### config.mk
export PLATFORM = sky130hd
export DESIGN_NAME = rbs_divider
export DESIGN_NICKNAME = d
export VERILOG_FILES = /design/src/rbs_pkg.sv /design/src/rbs_divider.sv
export SDC_FILE = /design/constraint.sdc
export NUM_CORES = 2
export LEC_CHECK = 0
export BUFFER_PORTS_ARGS = -buffer_cell sky130_fd_sc_hd__buf_2
export CELL_PAD_IN_SITES_DETAIL_PLACEMENT = 0
export CELL_PAD_IN_SITES_GLOBAL_PLACEMENT = 1
export CORE_MARGIN = 1.5
export CORE_UTILIZATION = 45
export DETAILED_ROUTE_END_ITERATION = 10
export GPL_ROUTABILITY_DRIVEN = 0
export HOLD_SLACK_MARGIN = 0.08
export PLACE_DENSITY = 0.78
export SLEW_MARGIN = 25
export SYNTH_ARGS = -nofsm -noshare
export SYNTH_HDL_FRONTEND = slang
export SYNTH_SLANG_ARGS = --single-unit
### constraint.sdc
create_clock -name clk -period 8.8 [get_ports clk]
set_input_delay 0.44 -clock clk [delete_from_list [all_inputs] [get_ports clk]]
set_output_delay 0.44 -clock clk [all_outputs]
set_load 0.01 [all_outputs]
### src/rbs_pkg.sv
// shared constants, types and register codes for the ray/box slab test
// no dependencies; compiled before every other file of the block
package rbs_pkg;

    localparam int FRAC_BITS = 16;
    localparam int COORD_W   = 32;
    localparam int DIFF_W    = COORD_W + 1;
    localparam int NUM_W     = COORD_W + FRAC_BITS;
    localparam int QUO_W     = COORD_W - 1;
    localparam int DIV_STEPS = QUO_W;
    localparam int DIV_LAT   = DIV_STEPS + 3;
    localparam int AXES      = 3;
    localparam int CFG_IDX_W = 3;

    typedef logic signed [COORD_W-1:0] coord_t;

    localparam coord_t T_MAX = {1'b0, {(COORD_W-1){1'b1}}};
    localparam coord_t T_MIN = {1'b1, {(COORD_W-1){1'b0}}};

    typedef enum logic [CFG_IDX_W-1:0] {
        REG_ORIGIN_X = 3'd0,
        REG_ORIGIN_Y = 3'd1,
        REG_ORIGIN_Z = 3'd2,
        REG_DIR_X    = 3'd3,
        REG_DIR_Y    = 3'd4,
        REG_DIR_Z    = 3'd5
    } cfg_reg_t;

    typedef struct packed {
        logic [COORD_W-1:0] p;
        logic [QUO_W-1:0]   low;
        logic [QUO_W-1:0]   q;
        logic               ovf;
        logic               neg;
    } div_stage_t;

    typedef struct packed {
        logic            vld;
        logic [AXES-1:0] pmiss;
    } side_t;

endpackage

### src/rbs_divider.sv
// pipelined slab distance: ((corner - origin) << FRAC_BITS) / dir, saturated
// one restoring quotient bit per stage; depends on rbs_pkg
module rbs_divider (
    input  logic                         clk,
    input  logic                         adv,
    input  rbs_pkg::coord_t              corner,
    input  rbs_pkg::coord_t              origin,
    input  logic [rbs_pkg::COORD_W-1:0]  dir_mag,
    input  logic                         dir_neg,
    output rbs_pkg::coord_t              quot
);
    import rbs_pkg::*;

    logic signed [DIFF_W-1:0] diff_reg;
    logic signed [DIFF_W-1:0] diff_next;
    logic [DIFF_W-1:0]        diff_abs;
    logic [NUM_W-1:0]         num;
    logic [COORD_W-1:0]       num_top;
    div_stage_t               st_reg  [DIV_STEPS+1];
    div_stage_t               st_next [DIV_STEPS+1];
    coord_t                   quot_reg;
    coord_t                   quot_next;

    function automatic div_stage_t div_step(div_stage_t s, logic [COORD_W-1:0] d);
        logic [COORD_W:0] trial;
        div_stage_t       r;
        r     = s;
        trial = {s.p, s.low[QUO_W-1]};
        r.low = {s.low[QUO_W-2:0], 1'b0};
        if (trial >= {1'b0, d})
        begin
            r.p = COORD_W'(trial - {1'b0, d});
            r.q = {s.q[QUO_W-2:0], 1'b1};
        end
        else
        begin
            r.p = trial[COORD_W-1:0];
            r.q = {s.q[QUO_W-2:0], 1'b0};
        end
        return r;
    endfunction

    assign diff_next = {corner[COORD_W-1], corner} - {origin[COORD_W-1], origin};

    // magnitude scaled; quotient fits 31 bits unless top part reaches divisor
    assign diff_abs = diff_reg[DIFF_W-1] ? DIFF_W'(-diff_reg) : DIFF_W'(diff_reg);
    assign num      = {diff_abs[COORD_W-1:0], {FRAC_BITS{1'b0}}};
    assign num_top  = COORD_W'(num[NUM_W-1:QUO_W]);

    assign st_next[0] = '{
        p:   num_top,
        low: num[QUO_W-1:0],
        q:   '0,
        ovf: (num_top >= dir_mag),
        neg: diff_reg[DIFF_W-1] ^ dir_neg
    };

    genvar j;
    generate
        for (j = 0; j < DIV_STEPS; j++)
        begin : g_step
            assign st_next[j+1] = div_step(st_reg[j], dir_mag);
        end
    endgenerate

    always_comb
    begin
        if (st_reg[DIV_STEPS].ovf)
            quot_next = st_reg[DIV_STEPS].neg ? T_MIN : T_MAX;
        else if (st_reg[DIV_STEPS].neg)
            quot_next = -coord_t'({1'b0, st_reg[DIV_STEPS].q});
        else
            quot_next = coord_t'({1'b0, st_reg[DIV_STEPS].q});
    end

    always_ff @(posedge clk)
    begin
        if (adv)
        begin
            diff_reg <= diff_next;
            for (int i = 0; i <= DIV_STEPS; i++)
                st_reg[i] <= st_next[i];
            quot_reg <= quot_next;
        end
    end

    assign quot = quot_reg;

endmodule

**Word level (Yosys, flattened, before mapping)**

Memory sizes are Yosys's and may differ from the RTL's.
Cells that the tools add are included.

- Register bits: 65
- RAM bits: 3,040
- Input port bits: 99
- Output and inout bits: 32
- Word-level logic and storage cells: 138
- Memories: 1

- $add $sub $neg: 34
- Magnitude comparators: 32
- Muxes and demuxes: 68
- Bitwise operators: 1

Memories:

| name | words | bits a word | read ports | clocked after Yosys merged registers in | wr ports | RTL line | RTL |
|---|---|---|---|---|---|---|---|
| st_reg | 32 | 95 | 32 | 0 | 32 | rbs_divider.sv:19 | `div_stage_t st_reg [DIV_STEPS+1];` |

Operators with widths:

| cell | count |
|---|---|
| 32-bit two-way mux | 35 |
| 33-bit by 32-bit >= comparator with 1-bit output | 31 |
| 32-bit subtractor | 31 |
| 1-bit two-way mux | 33 |
| 32-bit by 32-bit subtractor with 33-bit output | 1 |
| 17-bit by 32-bit >= comparator with 1-bit output | 1 |
| 31-bit negation with 32-bit output | 1 |
| 32-bit negation | 1 |
| 1-bit bitwise XOR | 1 |

**Longest topological paths before layout**

An unclocked memory read counts as a cell.

- Word-level depth: 4
- Gate-level depth with buffers: 18
- Mapped depth without buffers: 18

**Least setup slack after synthesis**

No wires, ideal clock.

- Path type: flip-flop to flip-flop
- Start: register diff_reg[3]
- End: memory st_reg[0][1] (netlist bit), data pin
- Library setup time: 0.269 ns
- Data arrival time: 4.056 ns
- Data required time: 8.531 ns
- Slack: 4.475 ns
- Cell stages (with the launch flop): 18
- Buffers on the path: 0
- Period minus slack after synthesis: 4.325 ns
- Cells stage by stage: edfxtp_1 > or3_4 > nor3_4 > nand3_2 > or4_4 > nand2b_4 > or4_4 > or4_4 > or2_4 > o31ai_4 > xnor2_1 > ha_1 > a21oi_1 > nor2b_1 > o21ai_0 > nand2b_1 > nor3b_1 > a2111oi_0

RTL lines:

| what | RTL line | RTL |
|---|---|---|
| start, declared | rbs_divider.sv:14 | `logic signed [DIFF_W-1:0] diff_reg;` |
| start signal, assigned | rbs_divider.sv:80 | `diff_reg <= diff_next;` |
| end, declared | rbs_divider.sv:19 |  |

==> impl_metrics.py <==
metrics = {
    "cts": {
        "cts_buffers": 193,
        "cts_sinks": 1722,
        "cts.clk_slew.worst_paths_ns": 0.06,
        "root_buffer": "clkbuf_16",
        "ctsHtreeMaxLevel": 4,
        "cts_tree": "done",
        "clk_path_buf_depth": 3,
        "clk_latency_ns": 0.88,
    },
    "yosys": {
        "ys_warn_count": 0,
        "seq_area_frac_synth": 0.4535,
        "synthArstFlopShare": 0,
        "ys_seq_elements": 1722,
        "synth.area.top_cells": "edfxtp_1, ha_1, a21oi_1, xnor2_1, mux2_2",
        "synth_edf_count": 1722,
        "synth_ff_type": "edfxtp_1",
        "synth_nets": 12060,
        "synth_top_area_frac": 0.4535,
        "syn_area_mm2": 0.1140,
        "netlist_instances": 10900,
        "post-synth-top-area-cell": "edfxtp_1",
        "syn_avg_cell_area_um2": 10.46,
        "ys_types": 90,
    },
    "setup_path": {
        "crit_path_max_fanout": 4,
        "crit_path_start_kind": "flip-flop",
        "arrival_ns": 5.58,
        "path_class": "reg -> reg",
        "rr_startpoint": "diff_reg[4]",
        "required_ns": 9.32,
        "rr_worst_depth": 17,
        "cp-end-kind": "flip-flop",
        "rr_endpoint": "st_reg[0][1]",
        "r2r_slack_ns": 3.74,
    },
    "min_path": {
        "holdCritStartpoint": "corner[30]",
        "hold_end": "diff_reg[30]",
        "min_path_cells": 3,
        "hold_path_class": "in -> reg",
    },
    "die": {
        "rows": 184,
        "core_mm2": 0.2516,
        "start_util": 0.4531,
        "die_area_mm2": 0.2564,
        "fp.dieH_um": 506.4,
        "die_x_um": 506.4,
        "io-pin-count": 131,
    },
    "timing": {
        "clock.fmax_mhz": 197.6,
        "holdWs_ns": 0.1376,
        "setup_viol": 0,
        "worst_pin_slew_ns": 1.072,
        "slew-limit-headroom": 0.2853,
        "hold_viol": 0,
        "finalMaxSlewViolations": 0,
        "fin_crit_ns": 5.061,
        "rsz0062_at_grt": "no",
        "finClkSkew_ns": 0.04375,
        "tns_ns": 0,
        "timing.final.crit_share": 0.5751,
    },
    "grt": {
        "busiest_layer": "met2",
        "grt_usage": 0.2324,
        "grt_pass1_vias": 81580,
        "grtUsageMet3": 0.03103,
        "grt_max_degree": 179,
        "grt_pass1_wl_um": 468700,
        "grt_overflow": 0,
        "use_met2": 0.3670,
        "antenna_found_initial": 10,
        "grtUsageMet1": 0.3222,
    },
    "power_and_ir_drop": {
        "p_per_area_mw_per_mm2": 390.5,
        "clkPwrFrac": 0.168,
        "ir_drop_mv": 0.2636,
        "intPower_uw": 29020,
        "p_sw_uw": 20050,
        "p_leak_uw": 0.04937,
        "total_power_uw": 49060,
        "switching_share": 0.4086,
        "power_frac_comb": 0.516,
        "seqPwrFrac": 0.316,
    },
    "routing": {
        "num_vias": 86070,
        "vias_per_cell": 5.919,
        "drc": 0,
        "ant_nets": 0,
        "wirelength_um": 306500,
        "dr.pass1.iters": 8,
        "first_iter_violations": 7231,
        "wl_per_cell_um": 21.08,
    },
    "status": {
        "status": "completed",
    },
    "finish": {
        "fin_nets": 12180,
        "largest_reg_flops": 1657,
        "drive_gt1_frac": 0.09132,
        "stdcell_area_mm2": 0.1256,
        "syn_to_final_growth_pct": 10.17,
        "area.sequential_mm2": 0.05171,
        "n_fill_cell": 22430,
        "multiInputGateArea_mm2": 0.06008,
        "mostFrequentLayoutCells": "edfxtp_1, a21oi_1, ha_1, nand2_1",
        "final_core_util": 0.4992,
        "layout.cells.most_common": "edfxtp_1",
    },
    "placement": {
        "numPortBuffers": 130,
        "postPlaceCellArea_mm2": 0.1187,
        "dpl.hpwl_um": 219800,
    },
    "job": {
        "drv_cap": 0,
    },
}
[synth_stat cells (134+ instances only)]
cell      instances
a21o_1          505
o21ai_0         791
clkbuf_1        280
o21a_1          159
ha_1           1028
a21oi_1        1102
inv_1           327
edfxtp_1       1722
xor2_1          336
nor2b_1         135
xnor2_1         518
mux2_2          360
nor2_1          791
nand2_1         882
nand4_1         163
nand3_1         207
nor3_1          134
[how the worst max path moves through the flow]
stage,to,slack (ns),from
after detailed placement,st_reg[0][1139],3.26,dir_mag[1]
after global placement,st_reg[1][359],3.22,dir_mag[1]
after CTS,st_reg[0][1],3.63,diff_reg[3]
after floorplan,st_reg[0][1],4.47,diff_reg[3]
after global routing,st_reg[0][1],3.30,diff_reg[4]
final,st_reg[0][1],3.74,diff_reg[4]
[power by group through the flow]
stage	Sequential, uW	Clock, uW	Combinational (uW)
after floorplan	14200	0	19700
after global placement	15600	0	24300
after detailed placement	15500	0	24700
after CTS	15400	8420	25000
after global routing	15700	8730	28100
final	15500	8220	25300
[critical path, cell delays in order, from the launching register on]
cell and delay, ns:
edfxtp_1 0.44, or3_4 0.42, nor3_4 0.15, nand3_2 0.12, or4_4 0.44, nand2b_4 0.16
or4_4 0.46, or4_4 0.53, or2_4 0.27, o31ai_4 0.22, xnor2_1 0.12, ha_1 0.30
a21oi_1 0.06, nor2b_1 0.09, o21ai_0 0.07, nand2b_1 0.12, nor3b_1 0.06, a2111oi_0 0.70
[cell type report]
type	count	area share
multi-input combinational	8528	0.4783
sequential	1722	0.4116
clock buffer	224	0.03937
tap	3348	0.03335
timing repair buffer	252	0.01482
clock inverter	138	0.01272
inverter	328	0.009801
antenna	2	0.00003984
[metal layers]
layer | wire, um | part of all wire | vias to the layer above
li1 | - | - | 41550
met1 | 138600 | 0.45 | 41170
met2 | 136300 | 0.44 | 2808
met3 | 18600 | 0.061 | 544
met4 | 12930 | 0.042 | 0
met5 | 0 | 0 | -
[per-stage QoR]
step	setup slack, ns	instances
floorplan	4.475	10900
global placement	3.215	14150
detailed placement	3.261	14150
CTS	3.633	14540
global route	3.298	14540
finish	3.739	14540
[cells by family (layout without fill, tap and decap cells)]
| kind of cell | after synthesis | in the layout | synth area share |
|---|---|---|---|
| other cells | 0 | 2 | 0 |
| xor+xnor | 854 | 854 | 0.06560 |
| flops | 1722 | 1722 | 0.4535 |
| compound gates | 3419 | 3419 | 0.1869 |
| buf+inv | 651 | 942 | 0.02169 |
| simple gates | 2805 | 2805 | 0.1158 |
| mux | 391 | 391 | 0.03827 |
| fa+ha+maj | 1059 | 1059 | 0.1182 |
[timing repair]
item	in CTS	in global routing
hold buffers	28	0
setup buffers	0	0
resized for setup	0	0
hold endpoints to repair	66	0
Power figures use the tool's default switching activity.
